===== src/rtl/core/ray_sphere_intersect_assert.svh =====
// Assertion macros shared by the ray-sphere intersection RTL
`ifndef RAY_SPHERE_INTERSECT_ASSERT_SVH
`define RAY_SPHERE_INTERSECT_ASSERT_SVH

// Same-cycle implication, clocked on clk, quiet while rst_n is low
`define RSI_ASSERT_IMP(lbl, pre, post) \
    lbl: assert property (@(posedge clk) disable iff (!rst_n) (pre) |-> (post)) \
        else $error("rsi assertion failed");

// Next-cycle implication, clocked on clk, quiet while rst_n is low
`define RSI_ASSERT_NXT(lbl, pre, post) \
    lbl: assert property (@(posedge clk) disable iff (!rst_n) (pre) |=> (post)) \
        else $error("rsi assertion failed");

`endif


===== src/rtl/core/rsi_pkg.sv =====
// Widths and types shared by the ray-sphere intersection pipeline
package rsi_pkg;

    localparam int IN_W   = 32;
    localparam int FRAC   = 16;
    localparam int M_W    = 33;
    localparam int B_W    = 52;
    localparam int C_W    = 52;
    localparam int ABS_W  = 50;
    localparam int HALF_W = 25;
    localparam int DISC_W = 100;
    localparam int ROOT_W = 50;
    localparam int T_W    = 31;
    localparam int Q_W    = 49;

    // data that rides alongside the square-root chain
    typedef struct packed {
        logic                   live;
        logic signed [B_W-1:0]  b;
        logic signed [IN_W-1:0] ox;
        logic signed [IN_W-1:0] oy;
        logic signed [IN_W-1:0] oz;
        logic signed [IN_W-1:0] dx;
        logic signed [IN_W-1:0] dy;
        logic signed [IN_W-1:0] dz;
    } side_t;

endpackage


===== src/rtl/core/rsi_sqrt_cell.sv =====
// One digit step of the pipelined integer square root
module rsi_sqrt_cell #(
    parameter int ONE_POS = 0
) (
    input  logic                          clk,
    input  logic                          rst_n,
    input  logic                          en,
    input  logic                          prev_valid,
    input  logic [rsi_pkg::DISC_W-1:0]    prev_x,
    input  logic [rsi_pkg::DISC_W-1:0]    prev_res,
    input  rsi_pkg::side_t                prev_side,
    output logic                          valid,
    output logic [rsi_pkg::DISC_W-1:0]    x,
    output logic [rsi_pkg::DISC_W-1:0]    res,
    output rsi_pkg::side_t                side
);
    import rsi_pkg::*;

    localparam logic [DISC_W-1:0] ONE = DISC_W'(1) << ONE_POS;

    logic                valid_reg;
    logic [DISC_W-1:0]   x_reg;
    logic [DISC_W-1:0]   x_next;
    logic [DISC_W-1:0]   res_reg;
    logic [DISC_W-1:0]   res_next;
    side_t               side_reg;
    logic [DISC_W-1:0]   trial;
    logic                take;

    always_comb
    begin
        trial = prev_res + ONE;
        take  = (prev_x >= trial);
        if (take)
        begin
            x_next   = prev_x - trial;
            res_next = (prev_res >> 1) + ONE;
        end
        else
        begin
            x_next   = prev_x;
            res_next = prev_res >> 1;
        end
    end

    always_ff @(posedge clk or negedge rst_n)
    begin
        if (!rst_n)
        begin
            valid_reg <= 1'b0;
        end
        else if (en)
        begin
            valid_reg <= prev_valid;
        end
    end

    always_ff @(posedge clk)
    begin
        if (en)
        begin
            x_reg    <= x_next;
            res_reg  <= res_next;
            side_reg <= prev_side;
        end
    end

    assign valid = valid_reg;
    assign x     = x_reg;
    assign res   = res_reg;
    assign side  = side_reg;

endmodule

===== config.mk =====
export PLATFORM = sky130hd
export DESIGN_NAME = rsi_sqrt_cell
export DESIGN_NICKNAME = d
export VERILOG_FILES = /design/src/rtl/core/ray_sphere_intersect_assert.svh /design/src/rtl/core/rsi_pkg.sv /design/src/rtl/core/rsi_sqrt_cell.sv
export SDC_FILE = /design/constraint.sdc
export NUM_CORES = 1
export LEC_CHECK = 0
export BUFFER_PORTS_ARGS = -buffer_cell sky130_fd_sc_hd__buf_2
export CORE_AREA = 2 2 348 350
export DETAILED_ROUTE_END_ITERATION = 7
export DIE_AREA = 0 0 350 352
export SLEW_MARGIN = 20
export SYNTH_ARGS = -nofsm -noshare
export SYNTH_HDL_FRONTEND = slang
export SYNTH_SLANG_ARGS = --single-unit

===== constraint.sdc =====
create_clock -name clk -period 0.9 [get_ports clk]
set_clock_uncertainty 0.1 [all_clocks]
set_input_delay 0.135 -clock clk [delete_from_list [all_inputs] [get_ports clk]]
set_output_delay 0.135 -clock clk [all_outputs]
set_load 0.05 [all_outputs]

Yosys cells after proc, flatten, opt, wreduce, memory -nomap -nowiden
Index checks and enable logic that the tools add are counted.
{ "classes": {"addsub": 3, "order_cmp": 1, "mux": 2} }
{ "ops": {"columns": ["operator", "n"], "rows": [
  ["adder 100 x 1 -> 100 bit, second input constant", 1],
  ["adder 99 x 1 -> 100 bit, second input constant", 1],
  [">= comparator 100 bit", 1],
  ["2-to-1 mux 100 bit", 1],
  ["subtractor 100 bit", 1],
  ["2-to-1 mux 99 bit", 1]
]} }
{ "totals": {"register_bits": 446, "output_inout_bits": 446} }

Logic depth before layout (Yosys ltp)
Gate-level depths: netlist (run 1).
{ "depth": {"ltp_word": 3, "ltp_mapped": 29, "ltp_nobuf": 23} }

Least setup slack after synthesis (run 1)
No wires, ideal clock.
{ "synth_path": {"kind": "input to register", "start": "in prev_res[3] in the netlist's numbering", "end": "reg x_reg[58], in the netlist x[58], data pin", "arrival_ns": 5.377, "required_time_ns": 0.648, "slack_ns": -4.730, "path_stages": 28, "n_path_buf": 6, "cell_sequence": "clkbuf_1 and3_1 and3_1 and3_1 and3_1 and3_1 clkbuf_1 nand4_1 nor4_1 nor2b_1 nand2_1 xor2_1 ha_1 clkbuf_1 a21o_1 a21o_1 a21oi_1 o21ai_0 a21oi_1 o21bai_1 a21o_1 a211o_1 a41oi_4 buf_4 buf_2 clkbuf_1 nand2_1 o21ai_0"} }
{ "synth_via": {"elab_chain_cells": 3, "elab_cells_between_ends": 4} }
{ "synth_lines": {"columns": ["element", "line_no", "source"], "rows": [
  ["start: declaration", "rsi_sqrt_cell.sv:10", "input logic [rsi_pkg::DISC_W-1:0] prev_res,"],
  ["adder 100 x 1 -> 100 bit (*)", "rsi_sqrt_cell.sv:32", "trial = prev_res + ONE;"],
  ["subtractor 100 bit or >= comparator 100 bit (tied branches)", "rsi_sqrt_cell.sv:36, rsi_sqrt_cell.sv:33", null],
  ["2-to-1 mux 100 bit (*)", "rsi_sqrt_cell.sv:34", "if (take)"],
  ["via x_next[58]", "rsi_sqrt_cell.sv:23", "logic [DISC_W-1:0] x_next;"],
  ["end signal: assignment", "rsi_sqrt_cell.sv:62", "x_reg <= x_next;"],
  ["end: declaration", "rsi_sqrt_cell.sv:22", "logic [DISC_W-1:0] x_reg;"]
]} }
The timed path passes the listed nets; every way through them passes the cells marked *.
A chain may end at the register's enable or synchronous reset.

Worst setup path after layout (run 1)
{ "layout_path": {"start": "in prev_res[5] in the netlist's numbering", "end": "reg res_reg[79], in the netlist res[79], data pin"} }
{ "layout_via": {"elab_chain_cells": 3, "elab_cells_between_ends": 4} }
{ "layout_lines": {"columns": ["element", "line_no", "source"], "rows": [
  ["adder 100 x 1 -> 100 bit", "rsi_sqrt_cell.sv:32", null],
  [">= comparator 100 bit", "rsi_sqrt_cell.sv:33", "take = (prev_x >= trial);"],
  ["2-to-1 mux 99 bit (*)", "rsi_sqrt_cell.sv:34", null],
  ["via res_next[79]", "rsi_sqrt_cell.sv:25", "logic [DISC_W-1:0] res_next;"],
  ["end signal: assignment", "rsi_sqrt_cell.sv:63", "res_reg <= res_next;"],
  ["end: declaration", "rsi_sqrt_cell.sv:24", "logic [DISC_W-1:0] res_reg;"]
]} }
Marks and branches as above.

==> results.sh, run 1 <==
export IMPL_dp_cells=5665
export IMPL_synth_cell_types=68
export IMPL_synth_top_family_by_area="simple AND/OR/NAND/NOR gates"
export IMPL_cpMostUsedCell="and3_4"
export IMPL_yosys_top_cells_area="edfxtp_1, xnor2_1, ha_1"
export IMPL_synthCells=2351
export IMPL_slew_headroom_pct=62.9
export IMPL_grt_usage_pct=26.7
export IMPL_multi_input_area_mm2=0.0140
export IMPL_rrSetupSlack_ps=40
export IMPL_yosys_area_top_type="edfxtp_1"
export IMPL_routed_wl_um=173000
export IMPL_drtAntennaViolNets=0
export IMPL_drcViolationCount=0
export IMPL_grt_max_degree=40
export IMPL_grt_overflow_total=0
export IMPL_synth_edf_count=445
export IMPL_path_clk_slew_ps=60
export IMPL_largest_reg_flops=245
export IMPL_violations="negative hold slack, negative setup slack"
export IMPL_cp_num_buf_inv=5
export IMPL_place_ws_ps=-5120
export IMPL_dieWidth_um=350
export IMPL_fill_cells=11000
export IMPL_core_area_mm2=0.119
export IMPL_fin_crit_sh_pct=533
export IMPL_whs_ps=-181
export IMPL_placement_cell_area_mm2=0.0431
export IMPL_start_util_pct=20.8
export IMPL_grt_first_pass_wirelength_um=230000
export IMPL_critPathLaunchType="input port"
export IMPL_drive_gt1_share_pct=51.8
export IMPL_finalSetupViolations=662
export IMPL_fp_dieH_um=352
export IMPL_cts_sinks=446
export IMPL_utilization_pct=44.5
export IMPL_fin_cells=6267
export IMPL_yosysMostFrequentCell="edfxtp_1"
export IMPL_ys_ff_latch=446
export IMPL_min_period_ps=4800
export IMPL_ys_flop_type="edfxtp_1"
export IMPL_syn_area_mm2=0.0249
export IMPL_rsz0062_at_grt="yes"
export IMPL_synth_simple_area_share_pct=16.4
export IMPL_netlist_area_leader_share_pct=53.7
export IMPL_port_buffers=894
export IMPL_synth_common_cells="edfxtp_1, nand2_1, nor2_1, a21oi_1, xnor2_1"
export IMPL_critPathMaxFanout=6
export IMPL_std_cell_rows=127
export IMPL_grt_antenna_before_repair=74
export IMPL_cts_path_max_buffers=3
export IMPL_grt_pass1_vias=29900
export IMPL_yosysSeqAreaShare_pct=53.8
export IMPL_path_class="in -> reg"
export IMPL_vias_per_cell=4.67
export IMPL_cts_inserted_buffers=57
export IMPL_avgSynthCellArea_um2=10.6
export IMPL_dieArea_mm2=0.123
export IMPL_nets=5134
export IMPL_drtIter0Drc=2127
export IMPL_layout_setup_ws_ps=-3900
export IMPL_peakVddDrop_uv=1420
export IMPL_gp_congestion=1.00
export IMPL_synthXorXnorAreaFrac_pct=10.3
export IMPL_fin_tns_setup_ps=-1024160
export IMPL_totalPowerFinal_mw=82.6
export IMPL_hp_class="in -> reg"
export IMPL_power_leakage_nw=22.4
export IMPL_htree_levels=2
export IMPL_register_area_mm2=0.0134
export IMPL_final_cell_area_mm2=0.0531
export IMPL_synthMuxAreaShare_pct=0.0855
export IMPL_io_pins=895
export IMPL_dpl_hpwl_um=139000
export IMPL_status="complete, but fails checks"
export IMPL_cp_slowest_stage_delay_ps=450
export IMPL_ys_async_sr_fraction_pct=0.224
export IMPL_hold_violations=60
export IMPL_max_cap_violations=0
export IMPL_fmax_mhz=208
export IMPL_slew_viol_final=0
export IMPL_firstDrtPassIters=6
export IMPL_tightestPinTransition_ps=557
export IMPL_critical_path_top_delay_family="simple AND/OR/NAND/NOR gates"
export IMPL_synth_nets=2903
export IMPL_area_growth_pct=114
export IMPL_num_vias=29300
export IMPL_cts_root_buf="clkbuf_16"
export IMPL_synth_warnings=0
export IMPL_crit_slowest_cell="or4_4"
export IMPL_synth_fa_ha_area_share_pct=5.21
export IMPL_powerDensity_mw_per_mm2=1560
export IMPL_cts_tree="done"
export IMPL_synth_compound_area_share_pct=11.6
export IMPL_route_detailed_wl_per_inst_um=27.6
export IMPL_endpoint_kind="flop"
export IMPL_crit_required_ps=1270
export IMPL_worstPathArrival_ps=5170
export IMPL_clk_latency_ps=650
-- worst paths after layout --
kind	cells after the start	to	startpoint
worst max-delay path	25	res[79]	prev_res[5]
worst max register to register	1	valid	valid
worst min register to register	1	valid	valid
max in group asynchronous	3	valid	rst_n
worst min-delay path	2	side[142]	en
min in group asynchronous	3	valid	rst_n
-- cells by family after synthesis --
group                      count (synthesis)
AOI/OAI and AO/OA                        487
xor gates and xnor gates                 292
adders and majority gates                103
buffers and inverters                    162
DFF                                      446
muxes                                      2
and+or+nand+nor                          859
-- timing repair --
action / CTS / global route
endpoints found under the setup margin: 646 / 649
cloned: 8 / 7
pin swaps: 75 / 112
hold endpoints to repair: 696 / 137
hold buffers: 433 / 2
resized for setup: 291 / 382
setup buffers: 25 / 27
-- layer usage --
metal	up-vias	GRT usage (%)	routed length (um)
met3	346	6.94	13900
li1	13200	-	-
met5	-	0	429
met2	1342	47.1	86700
met4	64	12.2	9060
met1	14400	29.8	63100
-- cells in the final DEF (no fill, tap or decap), types with 14 or more instances in the layout --
cell type / instances
a21o_1: 55
a21oi_1: 146
a21oi_2: 73
a31oi_1: 14
and3_1: 15
buf_12: 346
buf_2: 575
buf_4: 882
buf_6: 34
clkbuf_16: 63
diode_2: 25
dlygate4sd3_1: 435
edfxtp_1: 445
ha_1: 96
inv_1: 42
nand2_1: 210
nand2_2: 16
nand2_4: 21
nand3_1: 65
nand3_2: 15
nand3_4: 15
nand4_1: 87
nor2_1: 116
nor2_2: 30
nor2_4: 91
nor3_1: 35
nor4_4: 19
o21ai_0: 64
o21ai_1: 28
o21bai_1: 27
xnor2_1: 133
xnor2_2: 25
xnor2_4: 14
xor2_1: 99
xor2_2: 17
-- cell type report --
| type | count | share of cell area (%) |
|---|---|---|
| timing repair buffer | 2290 | 40.6 |
| sequential | 446 | 25.2 |
| clock buffer | 66 | 2.75 |
| clock inverter | 41 | 0.810 |
| tap | 1612 | 3.80 |
| inverter | 43 | 0.304 |
| multi-input combinational | 1744 | 26.4 |
| antenna | 25 | 0.118 |
-- power breakdown --
group          switching (mW)  internal [mW]
Clock                    10.4           13.3
Combinational            17.7           14.2
Sequential               1.75           25.3
Power figures use the tool's default switching activity.
==> inputs of run 2 (changes only) <==
--- a/config.mk
+++ b/config.mk
@@ -5,10 +5,12 @@
 export SDC_FILE = /design/constraint.sdc
 export NUM_CORES = 1
 export LEC_CHECK = 0
+export ABC_AREA = 1
 export BUFFER_PORTS_ARGS = -buffer_cell sky130_fd_sc_hd__buf_2
-export CORE_AREA = 2 2 348 350
+export CAP_MARGIN = 5
+export CORE_AREA = 2 2 345 347
 export DETAILED_ROUTE_END_ITERATION = 7
-export DIE_AREA = 0 0 350 352
+export DIE_AREA = 0 0 347 349
 export SLEW_MARGIN = 20
 export SYNTH_ARGS = -nofsm -noshare
 export SYNTH_HDL_FRONTEND = slang
==> results.sh, run 2 <==
export IMPL_yosys_top_cells_area="edfxtp_1, nand2_1, inv_1"
export IMPL_cts_sinks=446
export IMPL_cts_root_buf="clkbuf_16"
export IMPL_grt_antenna_before_repair=11
export IMPL_grt_max_degree=35
export IMPL_fp_dieH_um=349
export IMPL_drtIter0Drc=3131
export IMPL_rsz0062_at_grt="yes"
export IMPL_yosysMostFrequentCell="nand2_1"
export IMPL_synthMuxAreaShare_pct=0.0364
export IMPL_synth_compound_area_share_pct=4.53
export IMPL_routed_wl_met2_um=106000
export IMPL_num_vias=40300
export IMPL_dp_cells=7811
export IMPL_avgSynthCellArea_um2=7.38
export IMPL_dieWidth_um=347
export IMPL_largest_reg_flops=245
export IMPL_violations="negative hold slack, negative setup slack"
export IMPL_yosys_area_top_type="edfxtp_1"
export IMPL_path_clk_slew_ps=60
export IMPL_highest_layer="met5"
export IMPL_firstDrtPassIters=5
export IMPL_synth_edf_count=445
export IMPL_cts_inserted_buffers=54
export IMPL_peakVddDrop_uv=1560
export IMPL_fin_cells=8534
export IMPL_gp_congestion=1.05
export IMPL_max_cap_violations=0
export IMPL_nets=7498
export IMPL_synth_top_family_by_area="simple AND/OR/NAND/NOR gates"
export IMPL_routed_wl_um=219000
export IMPL_cts_path_max_buffers=3
export IMPL_worstPathArrival_ps=3870
export IMPL_syn_area_mm2=0.0310
export IMPL_endpoint_kind="flop"
export IMPL_port_buffers=894
export IMPL_crit_required_ps=1210
export IMPL_fill_cells=10800
export IMPL_hp_class="in -> reg"
export IMPL_io_pins=895
export IMPL_grt_pass1_vias=39800
export IMPL_min_period_ps=3560
export IMPL_route_detailed_wl_per_inst_um=25.7
export IMPL_grt_usage_pct=34.4
export IMPL_layout_commonest_cell="buf_4"
export IMPL_power_leakage_nw=30.8
export IMPL_final_cell_mix="buf_4, nand2_1, inv_1, buf_2, edfxtp_1"
export IMPL_finalSetupViolations=739
export IMPL_critPathMaxFanout=21
export IMPL_drcViolationCount=0
export IMPL_slew_headroom_pct=59.5
export IMPL_area_growth_pct=105
export IMPL_ys_ff_latch=446
export IMPL_slew_viol_final=0
export IMPL_clk_latency_ps=650
export IMPL_tightestPinTransition_ps=606
export IMPL_fin_tns_setup_ps=-809140
export IMPL_grt_overflow_total=0
export IMPL_layout_setup_ws_ps=-2660
export IMPL_std_cell_rows=126
export IMPL_start_util_pct=26.4
export IMPL_synth_cell_types=40
export IMPL_fmax_mhz=281
export IMPL_dpl_hpwl_um=179000
export IMPL_yosysSeqAreaShare_pct=43.3
export IMPL_whs_ps=-141
export IMPL_hold_violations=15
export IMPL_fin_crit_sh_pct=395
export IMPL_synth_fa_ha_area_share_pct=4.19
export IMPL_synth_common_cells="nand2_1, inv_1, edfxtp_1, nor2_1, xor2_1"
export IMPL_register_area_mm2=0.0134
export IMPL_synthXorXnorAreaFrac_pct=6.48
export IMPL_multi_input_area_mm2=0.0192
export IMPL_synthCells=4195
export IMPL_synth_nets=4747
export IMPL_htree_levels=2
export IMPL_drive_gt1_share_pct=47.8
export IMPL_netlist_area_leader_share_pct=43.2
export IMPL_path_class="in -> reg"
export IMPL_powerDensity_mw_per_mm2=1400
export IMPL_critPathLaunchType="input port"
export IMPL_cts_tree="done"
export IMPL_wl_met3_um=11300
export IMPL_synth_simple_area_share_pct=30.8
export IMPL_vias_per_cell=4.72
export IMPL_grt_first_pass_wirelength_um=291000
export IMPL_m1WireLength_um=82900
export IMPL_dieArea_mm2=0.121
export IMPL_status="complete, but fails checks"
export IMPL_core_area_mm2=0.117
export IMPL_ys_async_sr_fraction_pct=0.224
export IMPL_drtAntennaViolNets=0
export IMPL_ys_flop_type="edfxtp_1"
export IMPL_synth_warnings=0
run 2: changes by cell type after synthesis, moves of 50 or more:
| cell | change |
|---|---|
| a21o_1 | -54 |
| a21oi_1 | -147 |
| clkbuf_1 | -71 |
| inv_1 | +732 |
| nand2_1 | +1158 |
| nand3_1 | +90 |
| nand4_1 | +50 |
| nor2_1 | +193 |
| o21ai_1 | +101 |
| xnor2_1 | -170 |
| xor2_1 | +107 |
run 2: final timing paths:
path | start | end | slack, ps | depth (start not counted)
setup / recovery | prev_res[65] | x[46] | -2660 | 24
hold / removal | prev_res[61] | res[60] | -140 | 4
setup reg to reg | valid | valid | 40 | 1
hold reg to reg | valid | valid | 410 | 1
max in group asynchronous | rst_n | valid | 380 | 3
min in group asynchronous | rst_n | valid | 210 | 3
run 2: critical path: stages:
cell	delay (ps)
buf_4	170
nand4_1	190
nor2_2	200
nand3b_1	260
nor4_2	340
buf_4	200
nand2_4	80
xor2_4	270
ha_4	260
nand2_4	90
inv_1	50
a21oi_2	160
nand2_2	90
nand2_2	80
nand2_2	60
nand2_2	80
nand3_4	80
nor2_4	150
nand3_4	190
buf_6	180
buf_12	150
buf_12	180
nand2_1	80
o21ai_0	90
run 2: what timing repair did:
action                     CTS  global route
cloned                       8            14
hold endpoints to repair   511            59
setup endpoints to repair  646           697
hold buffers               405             4
setup buffers              122            83
pin swaps                  181           272
resized for setup          600           737
run 2: layout make-up:
class / instances / share of cell area [%]
Timing Repair Buffer: 2759 / 37.9
Multi-Input combinational cell: 2899 / 30.2
Sequential cell: 446 / 21.1
Inverter: 786 / 4.67
Tap cell: 1536 / 3.03
Clock buffer: 60 / 2.20
Clock inverter: 41 / 0.826
Antenna cell: 7 / 0.0276
run 2: where the power goes:
group          switching [mW]  internal [mW]  total (mW)  leakage, nW
Clock                    10.1           13.9        24.0        0.899
Sequential               1.69           25.6        27.3         4.36
Combinational            22.0           15.5        37.5         25.6
Total                    33.7           55.0        88.7         30.8
run 2: cells by family after synthesis:
logic type	Yosys count
flip-flops	446
multiplexers	1
AO/OA/AOI/OAI	271
AND/OR/NAND/NOR	2295
adder cells (fa/ha/maj)	103
buffers and inverters	850
XOR/XNOR	229
run 2: stage by stage:
stage	utilization, %	worst slack [ps]	instance area, um^2	power, mW
detailed placement	42.5	-4180	50000	58.6
global route	54.0	-2760	63500	91.3
finish	54.0	-2660	63500	88.7
floorplan	-	-2350	31300	41.4
CTS	50.9	-2580	59800	85.9
global placement	42.5	-4150	50000	58.6
run 2: layer usage:
metal / global-route usage (%) / vias up
li1: - / 18800
met1: 39.0 / 19300
met2: 60.5 / 1709
met3: 4.38 / 500
met4: 23.1 / 2
met5: 0 / -
